===== src/hgpi_pkg.sv =====
// Shared types, constants and helpers for the hex grid pick index block.
// No dependencies; every module of the block imports this package.
`default_nettype none

package hgpi_pkg;

    // Field widths
    localparam int POS_W    = 16;
    localparam int INV_W    = 16;
    localparam int HEX_W    = 13;
    localparam int IDX_W    = 6;

    // Internal widths
    localparam int PROD_W   = 32;   // position times Q0.16 constant
    localparam int FRAC_W   = 48;   // scaled coordinate after the second multiply
    localparam int CUBE_W   = 49;   // cube coordinate, holds -x - z
    localparam int FRAC_BITS = 36;
    localparam int RND_W    = CUBE_W - FRAC_BITS + 1;
    localparam int AXIAL_W  = RND_W + 1;

    // Default board radius and register reset value
    localparam int RADIUS_DEF = 4;
    localparam logic [INV_W-1:0] INV_RESET = INV_W'(2185);

    // Q0.16 constants: sqrt(3)/3, 1/3, 2/3 (signed, so products stay signed)
    localparam logic signed [INV_W:0] K_SQRT3_3    = 17'sd37837;
    localparam logic signed [INV_W:0] K_THIRD      = 17'sd21845;
    localparam logic signed [INV_W:0] K_TWO_THIRDS = 17'sd43691;

    // Saturation limits for the axial outputs
    localparam logic signed [AXIAL_W-1:0] HEX_MIN = -(AXIAL_W'(4096));
    localparam logic signed [AXIAL_W-1:0] HEX_MAX = AXIAL_W'(4095);

    // Load strobes for the two multiplier stages
    typedef struct packed {
        logic ld0;
        logic ld1;
    } hgpi_mul_ctl_t;

    // Rounded coordinate and its rounding error (36 fraction bits)
    typedef struct packed {
        logic signed [RND_W-1:0]  rnd;
        logic [FRAC_BITS-1:0]     err;
    } hgpi_round_t;

    // Saturate an axial coordinate to the output range
    function automatic logic signed [HEX_W-1:0] sat_hex(input logic signed [AXIAL_W-1:0] v);
        logic signed [AXIAL_W-1:0] c;
        begin
            c = (v < HEX_MIN) ? HEX_MIN : ((v > HEX_MAX) ? HEX_MAX : v);
            return c[HEX_W-1:0];
        end
    endfunction

endpackage

`default_nettype wire


===== src/hgpi_mult.sv =====
// Two multiplier stages: position times Q0.16 constants, then times the register.
// Depends on hgpi_pkg.
`default_nettype none

module hgpi_mult (
    input  wire logic                                  aclk,
    input  wire hgpi_pkg::hgpi_mul_ctl_t               ctl,
    input  wire logic signed [hgpi_pkg::POS_W-1:0]     pos_x,
    input  wire logic signed [hgpi_pkg::POS_W-1:0]     pos_y,
    input  wire logic [hgpi_pkg::INV_W-1:0]            inv,
    output logic signed [hgpi_pkg::FRAC_W-1:0]         frac_x,
    output logic signed [hgpi_pkg::FRAC_W-1:0]         frac_z
);
    import hgpi_pkg::*;

    logic signed [PROD_W-1:0]  px_k_reg, py_k_reg, py_k2_reg;
    logic signed [PROD_W-1:0]  px_k_next, py_k_next, py_k2_next;
    logic signed [PROD_W:0]    diff;
    logic signed [INV_W:0]     inv_s;
    logic signed [FRAC_W-1:0]  fx_reg, fz_reg, fx_next, fz_next;

    // Stage one: scale the position by the Q0.16 constants
    always_comb begin
        px_k_next  = pos_x * K_SQRT3_3;
        py_k_next  = pos_y * K_THIRD;
        py_k2_next = pos_y * K_TWO_THIRDS;
    end

    // Stage two: combine and scale by the reciprocal hex size
    always_comb begin
        diff    = (PROD_W+1)'(px_k_reg) - (PROD_W+1)'(py_k_reg);
        inv_s   = $signed({1'b0, inv});
        fx_next = FRAC_W'(diff * inv_s);
        fz_next = FRAC_W'(py_k2_reg * inv_s);
    end

    // Hold each stage unless its load strobe is set
    always_ff @(posedge aclk) begin
        if (ctl.ld0) begin
            px_k_reg  <= px_k_next;
            py_k_reg  <= py_k_next;
            py_k2_reg <= py_k2_next;
        end
        if (ctl.ld1) begin
            fx_reg <= fx_next;
            fz_reg <= fz_next;
        end
    end

    assign frac_x = fx_reg;
    assign frac_z = fz_reg;

endmodule

`default_nettype wire


===== src/hgpi_round.sv =====
// Round one cube coordinate half away from zero and report the rounding error.
// Depends on hgpi_pkg.
`default_nettype none

module hgpi_round (
    input  wire logic signed [hgpi_pkg::CUBE_W-1:0] coord,
    output hgpi_pkg::hgpi_round_t                   res
);
    import hgpi_pkg::*;

    localparam logic [FRAC_BITS-1:0] HALF = FRAC_BITS'(1) << (FRAC_BITS - 1);

    logic signed [RND_W-2:0]  int_part;
    logic [FRAC_BITS-1:0]     frac;
    logic                     up;

    // Floor split, then step up past the half (ties go away from zero)
    always_comb begin
        int_part = coord[CUBE_W-1:FRAC_BITS];
        frac     = coord[FRAC_BITS-1:0];
        up       = coord[CUBE_W-1] ? (frac > HALF) : (frac >= HALF);
        res.rnd  = RND_W'(int_part) + (up ? RND_W'(1) : RND_W'(0));
        res.err  = up ? (~frac + FRAC_BITS'(1)) : frac;
    end

endmodule

`default_nettype wire


===== src/hgpi_cell.sv =====
// Clamp an axial pair to the hexagonal board and number its cell row by row.
// Depends on hgpi_pkg.
`default_nettype none

module hgpi_cell #(
    parameter int RADIUS = hgpi_pkg::RADIUS_DEF
) (
    input  wire logic signed [hgpi_pkg::AXIAL_W-1:0] q,
    input  wire logic signed [hgpi_pkg::AXIAL_W-1:0] r,
    output logic [hgpi_pkg::IDX_W-1:0]               cell_index
);
    import hgpi_pkg::*;

    // Clamped coordinates hold up to 2R in magnitude; index math needs 3R(R+1)
    localparam int CW = $clog2(2 * RADIUS + 1) + 1;
    localparam int IW = $clog2(3 * RADIUS * (RADIUS + 1) + 1) + 2;

    localparam logic signed [AXIAL_W-1:0] R_AX   = AXIAL_W'(RADIUS);
    localparam logic signed [CW-1:0]      R_C    = CW'(RADIUS);
    localparam logic signed [IW-1:0]      R_I    = IW'(RADIUS);
    localparam logic signed [IW-1:0]      R3P1   = IW'(3 * RADIUS + 1);
    localparam logic signed [IW-1:0]      R4P2   = IW'(4 * RADIUS + 2);
    localparam logic signed [IW-1:0]      BASE_HI = IW'((RADIUS + 1) * (3 * RADIUS + 2) / 2);
    localparam logic signed [IW-1:0]      ONE_I  = IW'(1);

    logic signed [AXIAL_W-1:0] qc, rc;
    logic signed [CW-1:0]      xc, zc, sum, yc, az, x2;
    logic signed [IW-1:0]      y_i, az_i, x_i, prod_lo, prod_hi, idx_lo, idx_hi, idx_full;

    // Clamp x and z to the board, then y from them
    always_comb begin
        qc  = (q < -R_AX) ? -R_AX : ((q > R_AX) ? R_AX : q);
        rc  = (r < -R_AX) ? -R_AX : ((r > R_AX) ? R_AX : r);
        xc  = CW'(qc);
        zc  = CW'(rc);
        sum = -xc - zc;
        yc  = (sum < -R_C) ? -R_C : ((sum > R_C) ? R_C : sum);
        az  = (zc < 0) ? -zc : zc;
        x2  = -zc - yc;
    end

    // Number the cell: upper half (r <= 0) or lower half
    always_comb begin
        y_i      = IW'(yc);
        az_i     = IW'(az);
        x_i      = IW'(x2);
        prod_lo  = (R3P1 - az_i) * (R_I - az_i);
        prod_hi  = (R4P2 - az_i) * (az_i - ONE_I);
        idx_lo   = (R_I - y_i) + (prod_lo >>> 1);
        idx_hi   = (x_i + R_I) + BASE_HI + (prod_hi >>> 1);
        idx_full = (zc <= 0) ? idx_lo : idx_hi;
        cell_index = idx_full[IDX_W-1:0];
    end

endmodule

`default_nettype wire


===== src/hex_grid_pick_index.sv =====
// Top level of the hex grid pick index block: six-stage pipeline.
// Depends on hgpi_pkg, hgpi_mult, hgpi_round and hgpi_cell.
//
// Usage:
//   Input channel s_valid/s_ready carries one position (s_pos_x, s_pos_y,
//   signed Q12.4) per beat. Output channel m_valid/m_ready carries the
//   axial pair (m_hex_q, m_hex_r) and the board cell (m_cell_index).
//   cfg_valid/cfg_ready writes inv_hex_size (Q0.16) from cfg_data; cfg_ready
//   is always high. Write it only while no beat is in flight.
//   Throughput: one beat per cycle while m_ready stays high, set by the six pipeline registers
//   (two multiply stages, cube coordinate, rounding, error select, output).
//   Stalls: each stage moves when the one ahead of it is empty or moving,
//   so bubbles close up while m_ready is low; s_ready drops only when all
//   six stages hold a beat. Nothing is dropped or repeated.
//   Reset (aresetn low, synchronous): all stages empty, m_valid low,
//   inv_hex_size back to 2185 (about 1/30 pixel).
`default_nettype none

module hex_grid_pick_index #(
    parameter int RADIUS = hgpi_pkg::RADIUS_DEF
) (
    input  wire logic                                aclk,
    input  wire logic                                aresetn,
    input  wire logic                                cfg_valid,
    output logic                                     cfg_ready,
    input  wire logic [hgpi_pkg::INV_W-1:0]          cfg_data,
    input  wire logic                                s_valid,
    output logic                                     s_ready,
    input  wire logic signed [hgpi_pkg::POS_W-1:0]   s_pos_x,
    input  wire logic signed [hgpi_pkg::POS_W-1:0]   s_pos_y,
    output logic                                     m_valid,
    input  wire logic                                m_ready,
    output logic signed [hgpi_pkg::HEX_W-1:0]        m_hex_q,
    output logic signed [hgpi_pkg::HEX_W-1:0]        m_hex_r,
    output logic [hgpi_pkg::IDX_W-1:0]               m_cell_index
);
    import hgpi_pkg::*;

    localparam int NST = 6;

    logic [INV_W-1:0]           inv_reg;
    logic [NST-1:0]             vld_reg, vld_next, rdy;
    hgpi_mul_ctl_t              mul_ctl;

    logic signed [FRAC_W-1:0]   frac_x, frac_z;
    logic signed [CUBE_W-1:0]   cx_reg, cy_reg, cz_reg, cx_next, cy_next, cz_next;
    hgpi_round_t                rx, ry, rz;
    hgpi_round_t                rx_reg, ry_reg, rz_reg;
    logic signed [AXIAL_W-1:0]  q_reg, r_reg, q_next, r_next;
    logic [IDX_W-1:0]           idx_comb;
    logic signed [HEX_W-1:0]    hq_reg, hr_reg;
    logic [IDX_W-1:0]           idx_reg;

    // Config register, always ready
    assign cfg_ready = 1'b1;

    always_ff @(posedge aclk) begin
        if (!aresetn) begin
            inv_reg <= INV_RESET;
        end else if (cfg_valid) begin
            inv_reg <= cfg_data;
        end
    end

    // Stage readiness: a stage loads when empty or when the next one loads
    always_comb begin
        rdy[NST-1] = !vld_reg[NST-1] || m_ready;
        for (int k = NST - 2; k >= 0; k--) begin
            rdy[k] = !vld_reg[k] || rdy[k+1];
        end
        vld_next = {vld_reg[NST-2:0], s_valid};
    end

    // Advance valid bits stage by stage
    always_ff @(posedge aclk) begin
        if (!aresetn) begin
            vld_reg <= '0;
        end else begin
            for (int k = 0; k < NST; k++) begin
                if (rdy[k]) begin
                    vld_reg[k] <= vld_next[k];
                end
            end
        end
    end

    assign s_ready = rdy[0];

    // Stages one and two: multiplies
    assign mul_ctl.ld0 = rdy[0];
    assign mul_ctl.ld1 = rdy[1];

    hgpi_mult u_mult (
        .aclk   (aclk),
        .ctl    (mul_ctl),
        .pos_x  (s_pos_x),
        .pos_y  (s_pos_y),
        .inv    (inv_reg),
        .frac_x (frac_x),
        .frac_z (frac_z)
    );

    // Stage three: cube coordinates, y from -x - z
    always_comb begin
        cx_next = CUBE_W'(frac_x);
        cz_next = CUBE_W'(frac_z);
        cy_next = -cx_next - cz_next;
    end

    always_ff @(posedge aclk) begin
        if (rdy[2]) begin
            cx_reg <= cx_next;
            cy_reg <= cy_next;
            cz_reg <= cz_next;
        end
    end

    // Stage four: round each coordinate
    hgpi_round u_round_x (.coord(cx_reg), .res(rx));
    hgpi_round u_round_y (.coord(cy_reg), .res(ry));
    hgpi_round u_round_z (.coord(cz_reg), .res(rz));

    always_ff @(posedge aclk) begin
        if (rdy[3]) begin
            rx_reg <= rx;
            ry_reg <= ry;
            rz_reg <= rz;
        end
    end

    // Stage five: rebuild the component with the largest rounding error
    always_comb begin
        if (rx_reg.err > ry_reg.err && rx_reg.err > rz_reg.err) begin
            q_next = -AXIAL_W'(ry_reg.rnd) - AXIAL_W'(rz_reg.rnd);
            r_next = AXIAL_W'(rz_reg.rnd);
        end else if (ry_reg.err > rz_reg.err) begin
            q_next = AXIAL_W'(rx_reg.rnd);
            r_next = AXIAL_W'(rz_reg.rnd);
        end else begin
            q_next = AXIAL_W'(rx_reg.rnd);
            r_next = -AXIAL_W'(rx_reg.rnd) - AXIAL_W'(ry_reg.rnd);
        end
    end

    always_ff @(posedge aclk) begin
        if (rdy[4]) begin
            q_reg <= q_next;
            r_reg <= r_next;
        end
    end

    // Stage six: saturate the axial pair, number the board cell
    hgpi_cell #(
        .RADIUS (RADIUS)
    ) u_cell (
        .q          (q_reg),
        .r          (r_reg),
        .cell_index (idx_comb)
    );

    always_ff @(posedge aclk) begin
        if (rdy[5]) begin
            hq_reg  <= sat_hex(q_reg);
            hr_reg  <= sat_hex(r_reg);
            idx_reg <= idx_comb;
        end
    end

    assign m_valid      = vld_reg[NST-1];
    assign m_hex_q      = hq_reg;
    assign m_hex_r      = hr_reg;
    assign m_cell_index = idx_reg;

endmodule

`default_nettype wire


===== config.mk =====
export PLATFORM = sky130hd
export DESIGN_NAME = hex_grid_pick_index
export DESIGN_NICKNAME = d
export VERILOG_FILES = /design/src/hgpi_pkg.sv /design/src/hgpi_mult.sv /design/src/hgpi_round.sv /design/src/hgpi_cell.sv /design/src/hex_grid_pick_index.sv
export SDC_FILE = /design/constraint.sdc
export NUM_CORES = 2
export LEC_CHECK = 0
export BUFFER_PORTS_ARGS = -buffer_cell sky130_fd_sc_hd__buf_2
export CAP_MARGIN = 40
export CORE_UTILIZATION = 30
export CTS_CLUSTER_DIAMETER = 50
export DETAILED_ROUTE_END_ITERATION = 7
export SLEW_MARGIN = 40
export SYNTH_ARGS = -nofsm -noshare
export SYNTH_HDL_FRONTEND = slang
export SYNTH_HIERARCHICAL = 1
export SYNTH_SLANG_ARGS = --single-unit

===== constraint.sdc =====
create_clock -name aclk -period 8.5 [get_ports aclk]
set_input_delay 0.425 -clock aclk [delete_from_list [all_inputs] [get_ports aclk]]
set_output_delay 0.425 -clock aclk [all_outputs]
set_load 0.01 [all_outputs]

Yosys cells after proc, flatten, opt, wreduce, memory -nomap -nowiden
Cells that the tools add are included.
{"block": "word_totals", "output_inout_bits": 35, "inputBits": 53, "ff_bits": 571}
{"block": "op_classes", "mul": 7, "magnitude_cmp": 21, "bitwise": 3, "addsub": 26, "n_reduce_logical": 13, "n_mux": 22}
{"operator": "36-bit by 1-bit adder with 36-bit output, second input constant", "n": 3}
{"operator": "36-bit greater-or-equal comparator, second input constant", "n": 3}
{"operator": "36-bit > comparator", "n": 3}
{"operator": "36-bit > comparator, second input constant", "n": 3}
{"operator": "36-bit two-way mux", "n": 3}
{"operator": "36-bit NOT", "n": 3}
{"operator": "16-bit by 17-bit multiplier with 32-bit output, second input constant", "n": 2}
{"operator": "48-bit negator with 49-bit output", "n": 1}
{"operator": "49-bit by 48-bit subtractor with 49-bit output", "n": 1}
{"operator": "32-bit by 17-bit multiplier with 48-bit output", "n": 1}
{"operator": "33-bit by 17-bit multiplier with 48-bit output", "n": 1}
{"operator": "15-bit two-way mux", "n": 3}
{"operator": "5-bit two-way mux", "n": 7}
{"operator": "32-bit by 32-bit subtractor with 33-bit output", "n": 1}
{"operator": "16-bit by 16-bit multiplier with 32-bit output, second input constant", "n": 1}
{"operator": "15-bit by 13-bit > comparator with 1-bit output, second input constant", "n": 2}
{"operator": "15-bit by 4-bit > comparator with 1-bit output, second input constant", "n": 2}
{"operator": "15-bit by 13-bit < comparator with 1-bit output, second input constant", "n": 2}
{"operator": "15-bit by 3-bit < comparator with 1-bit output, second input constant", "n": 2}
{"operator": "14-bit negator with 15-bit output", "n": 2}
{"operator": "15-bit by 14-bit subtractor with 15-bit output", "n": 2}
{"operator": "12-bit by 2-bit adder with 13-bit output", "n": 2}
{"operator": "13-bit two-way mux", "n": 2}
{"operator": "13-bit by 2-bit adder with 14-bit output", "n": 1}
{"operator": "20 further kinds", "n": 39}

Longest topological paths before layout
{"block": "logic_depth", "word_depth": 13, "ltp_mapped": 36, "ltp_nobuf": 34}

Modules after synthesis
Netlist, hierarchy kept.
{"module": "hgpi_mult", "area_per_inst_um2": 58105.7, "seq_area_each_um2": 5735.5, "cells_each": 6156, "n_inst": 1}
{"module": "hex_grid_pick_index", "area_per_inst_um2": 20409.6, "seq_area_each_um2": 11160.7, "cells_each": 1705, "n_inst": 1}
{"module": "hgpi_cell", "area_per_inst_um2": 2580.0, "seq_area_each_um2": 0.0, "cells_each": 296, "n_inst": 1}
{"module": "hgpi_round (u_round_x ...)", "area_per_inst_um2": 1094.8, "seq_area_each_um2": 0.0, "cells_each": 157, "n_inst": 2}
{"module": "hgpi_round (u_round_z)", "area_per_inst_um2": 1191.1, "seq_area_each_um2": 0.0, "cells_each": 165, "n_inst": 1}

Least setup slack after synthesis
Ideal clock, no wire load.
{"block": "synth_path", "path_kind": "register -> register", "from": "register u_mult.py_k_reg[0]", "to": "register u_mult.fx_reg[47] (netlist: u_mult/frac_x[47]) (data pin)", "slack_ns": 0.154, "setup_ns": 0.265, "path_stages_with_launch": 33, "t_required_ns": 8.235, "arrival_ns": 8.081, "n_path_buf": 3, "cell_sequence": "edfxtp_1 -> ha_1 -> fa_1 -> nor2b_1 -> o31a_1 -> or4_1 -> a311o_1 -> a31oi_2 -> a211o_1 -> a21oi_1 -> o32ai_2 -> buf_2 -> and2_1 -> fa_1 -> fa_1 -> clkbuf_1 -> xnor2_1 -> xnor2_1 -> fa_1 -> fa_1 -> inv_1 -> fa_1 -> inv_1 -> ha_1 -> clkbuf_1 -> nand4_1 -> nor2_1 -> a21oi_1 -> nand2_1 -> or3b_2 -> o211ai_1 -> a311oi_1 -> xnor2_1"}
{"block": "synth_via", "elab_chain_len": 2}
{"element": "start: declaration", "line_no": "hgpi_mult.sv:16", "rtl": "logic signed [PROD_W-1:0] px_k_reg, py_k_reg, py_k2_reg;"}
{"element": "start signal: assignment", "line_no": "hgpi_mult.sv:41", "rtl": "py_k_reg <= py_k_next;"}
{"element": "32-bit by 32-bit subtractor with 33-bit output", "line_no": "hgpi_mult.sv:31", "rtl": "diff = (PROD_W+1)'(px_k_reg) - (PROD_W+1)'(py_k_reg);"}
{"element": "33-bit by 17-bit multiplier with 48-bit output", "line_no": "hgpi_mult.sv:33", "rtl": "fx_next = FRAC_W'(diff * inv_s);"}
{"element": "named net u_mult.fx_next[47]", "line_no": "hgpi_mult.sv:20", "rtl": "logic signed [FRAC_W-1:0] fx_reg, fz_reg, fx_next, fz_next;"}
{"element": "end signal: assignment", "line_no": "hgpi_mult.sv:45", "rtl": "fx_reg <= fx_next;"}
{"element": "end: declaration", "line_no": "hgpi_mult.sv:20"}
The timed path passes the listed nets, and every way through them passes these cells.
A chain may end at the register's enable or synchronous reset.

Worst setup path in the final report
{"block": "layout_path", "from": "register u_mult.px_k_reg[1]", "to": "register u_mult.fx_reg[47] (netlist: u_mult/frac_x[47]) (data pin)"}
{"block": "layout_via", "elab_chain_len": 2}
{"element": "start: declaration", "line_no": "hgpi_mult.sv:16"}
{"element": "start signal: assignment", "line_no": "hgpi_mult.sv:40", "rtl": "px_k_reg <= px_k_next;"}
{"element": "32-bit by 32-bit subtractor with 33-bit output", "line_no": "hgpi_mult.sv:31"}
{"element": "33-bit by 17-bit multiplier with 48-bit output", "line_no": "hgpi_mult.sv:33"}
{"element": "named net u_mult.fx_next[47]", "line_no": "hgpi_mult.sv:20"}
The timed path passes the listed nets, and every way through them passes these cells.

==> impl_metrics.env <==
export IMPL_outcome="finished with violations"
export IMPL_violations_in_the_final_reports="design-rule violations"
export IMPL_slew_at_the_pin_with_the_worst_max_slew_slack_ns=0.8918
export IMPL_die_x_um=532.6
export IMPL_relSlewSlack_pct=40.55
export IMPL_post_synth_main_area_contributors="sky130_fd_sc_hd__fa_1 (29%), sky130_fd_sc_hd__edfxtp_1 (19%), sky130_fd_sc_hd__ha_1 (14%)"
export IMPL_seq_area_frac_synth_pct=20.00
export IMPL_hold_removal_path_class="in2reg"
export IMPL_first_global_vias=61520
export IMPL_finish_net_count=11100
export IMPL_synthDominantCellAreaShare_pct=29.31
export IMPL_most_common_layout_cells="sky130_fd_sc_hd__inv_1 (1768), sky130_fd_sc_hd__fa_1 (1221), sky130_fd_sc_hd__ha_1 (939)"
export IMPL_synthesized_area_fraction_occupied_by_ao_oa_aoi_and_oai_cells_pct=8.654
export IMPL_clk_latency_ns=0.71
export IMPL_cts_num_sinks=570
export IMPL_synth_cell_type_count=120
export IMPL_detailed_place_hpwl_um=178400
export IMPL_ant_nets=0
export IMPL_core_area_mm2=0.2796
export IMPL_critical_path_max_stage_delay_ns=0.55
export IMPL_register_clock_pin_slew_on_the_reported_worst_setup_and_hold_paths_ns=0.06
export IMPL_ys_warnings_count=6
export IMPL_synth_edff_count=548
export IMPL_row_count=194
export IMPL_ctsLongestPathBuffers=3
export IMPL_rsz0062_at_grt="yes"
export IMPL_share_of_synthesized_cell_area_in_and_or_nand_and_nor_gates_pct=12.65
export IMPL_final_period_minus_worst_setup_slack_ns=8.392
export IMPL_vias=59370
export IMPL_critPathRequiredTime_ns=8.87
export IMPL_maxCapViolCount=0
export IMPL_fillers=28590
export IMPL_synthAdderAreaFrac_pct=43.64
export IMPL_ys_async_sr_fraction_pct=0
export IMPL_synth_to_layout_area_growth_pct=12.04
export IMPL_input_output_buffers=86
export IMPL_ys_ff_latch=570
export IMPL_final_hold_worst_slack_ns=0.07339
export IMPL_most_frequent_standard_cell_in_the_layout_excluding_fill_and_tap_cells="sky130_fd_sc_hd__inv_1"
export IMPL_drcViolationCount=10
export IMPL_starting_density_of_the_core_pct=30.21
export IMPL_cell_family_with_the_largest_share_of_critical_path_delay="adder cells"
export IMPL_synth_top_family_by_area="adder cells"
export IMPL_grt_antenna_before_repair=8
export IMPL_start_kind="flop"
export IMPL_cts_tree="done"
export IMPL_global_route_usage_total_pct=15.37
export IMPL_first_pass_iters=8
export IMPL_critical_path_endpoint_type="flop"
export IMPL_htree_levels=3
export IMPL_route_detailed_wl_per_inst_um=17.20
export IMPL_cts_root_buf="sky130_fd_sc_hd__clkbuf_16"
export IMPL_pin_count_of_the_biggest_net_entering_global_routing=99
export IMPL_multiInputGateArea_mm2=0.06048
export IMPL_drtIter0Drc=3933
export IMPL_die_height_um=532.6
export IMPL_drt_wirelength_um=217300
export IMPL_cp_arrival_ns=8.77
export IMPL_synth_top_cell_by_area="sky130_fd_sc_hd__fa_1"
export IMPL_pin_count=88
export IMPL_post_synth_xor_area_fraction_pct=4.599
export IMPL_avg_vias_per_cell=4.699
export IMPL_timing_fmax_mhz=119.2
export IMPL_fraction_of_layout_cells_with_a_size_suffix_above_1_pct=9.454
export IMPL_critical_path_top_delay_cell="sky130_fd_sc_hd__fa_1"
export IMPL_critPathKind="reg2reg"
export IMPL_cts_buffers=74
export IMPL_critPathMaxFanout=8
export IMPL_critPathMostFrequentCell="sky130_fd_sc_hd__fa_1"
export IMPL_gr_total_overflow=0
export IMPL_ff2ff_setup_slack_ns=0.11
export IMPL_netlist_area_pre_place_mm2=0.08448
export IMPL_grt_first_pass_wirelength_um=345200
export IMPL_timing_final_setup_violations=0
export IMPL_netlist_instances=8636
export IMPL_part_of_the_cycle_the_worst_path_needs_pct=98.72
export IMPL_ff_latch_area_mm2=0.01693
export IMPL_synthFlopType="sky130_fd_sc_hd__edfxtp_1"
export IMPL_die_area_mm2=0.2837
export IMPL_critical_path_buf_inv_count=8
export IMPL_finalHoldViolations=0
export IMPL_routabilityCongestion=0.8886
export IMPL_final_setup_skew_ns=0.06840
export IMPL_mean_syn_cell_area_um2=9.782
export IMPL_timing_max_transition_violations_final=0
export IMPL_muxShareOfSynthArea_pct=1.006
## tightest hold or removal path, delay by kind of cell
| family | cells | cell delay [ns] |
|---|---|---|
| muxes | 1 | 0.08 |
| and+or+nand+nor | 1 | 0.06 |
| buffers and inverters | 1 | 0.13 |
## routing by layer
layer	share of wire (%)	routed length [um]	GRT usage, %	up-vias
li1	-	-	-	28220
met1	47	102200	21.63	29330
met3	6.0	13030	2.298	248
met4	2.2	4688	3.575	12
met2	45	97260	24.71	1559
met5	0.039	85	0	-
## cells by family (layout without fill, tap and decap cells)
kind of cell,count (synthesis),after routing
fa+ha+maj,2205,2205
simple gates,2182,2182
buf+inv,2095,2364
compound gates,1066,1066
flops,570,570
xor+xnor,434,434
mux,82,82
other cells,2,7
## stage by stage
| step | utilization [%] | setup slack [ns] | setup TNS, ns | cell area (um^2) | instances |
|---|---|---|---|---|---|
| 2_1_floorplan | - | 0.1541 | 0 | 84480 | 8637 |
| 6_report | 33.85 | 0.1084 | 0 | 94650 | 12630 |
| 3_3_place_gp | 32.44 | -0.1595 | -0.4747 | 90710 | 12450 |
| 3_5_place_dp | 32.46 | -0.2052 | -0.8164 | 90770 | 12450 |
| 4_1_cts | 33.48 | -0.06659 | -0.06659 | 93620 | 12600 |
| 5_1_grt | 33.84 | -0.2304 | -1.246 | 94640 | 12630 |
## cell type report
class / instances / area share, %
timing repair buffer: 434 / 3.411
clock inverter: 56 / 0.7469
multi-input combinational: 5972 / 63.90
inverter: 1794 / 7.145
clock buffer: 80 / 1.980
tap: 3724 / 4.923
sequential: 570 / 17.88
antenna: 4 / 0.01058
## final timing paths
check	startpoint	to	cells past startpoint
setup reg to reg	u_mult/px_k_reg[1]	u_mult/frac_x[47]	33
hold reg to reg	u_mult/frac_x[3]	cx_reg[3]	0
hold / removal	cfg_data[0]	inv_reg[0]	3
setup / recovery	u_mult/px_k_reg[1]	u_mult/frac_x[47]	33
## synth_stat cells, types with 45 or more instances
| library cell | number |
|---|---|
| sky130_fd_sc_hd__a21o_1 | 146 |
| sky130_fd_sc_hd__a21oi_1 | 293 |
| sky130_fd_sc_hd__and2_1 | 404 |
| sky130_fd_sc_hd__clkbuf_1 | 252 |
| sky130_fd_sc_hd__edfxtp_1 | 548 |
| sky130_fd_sc_hd__fa_1 | 1237 |
| sky130_fd_sc_hd__ha_1 | 962 |
| sky130_fd_sc_hd__inv_1 | 1787 |
| sky130_fd_sc_hd__mux2i_1 | 59 |
| sky130_fd_sc_hd__nand2_1 | 830 |
| sky130_fd_sc_hd__nand2b_1 | 45 |
| sky130_fd_sc_hd__nand3_1 | 152 |
| sky130_fd_sc_hd__nand4_1 | 68 |
| sky130_fd_sc_hd__nor2_1 | 343 |
| sky130_fd_sc_hd__nor2b_1 | 61 |
| sky130_fd_sc_hd__nor3_1 | 97 |
| sky130_fd_sc_hd__o21a_1 | 45 |
| sky130_fd_sc_hd__o21ai_0 | 156 |
| sky130_fd_sc_hd__xnor2_1 | 303 |
| sky130_fd_sc_hd__xor2_1 | 126 |
## timing repair
item                                    in CTS  in global routing
endpoints found under the setup margin      13                 18
pin swaps                                   15                136
setup buffers                                7                 31
hold buffers                                 5                  0
cloned                                       1                  1
hold endpoints to repair                     5                  0
gates resized for setup                     40                163
Power is not shown: default switching activity piles up to over one toggle a cycle in this logic, so the estimate is an artifact.
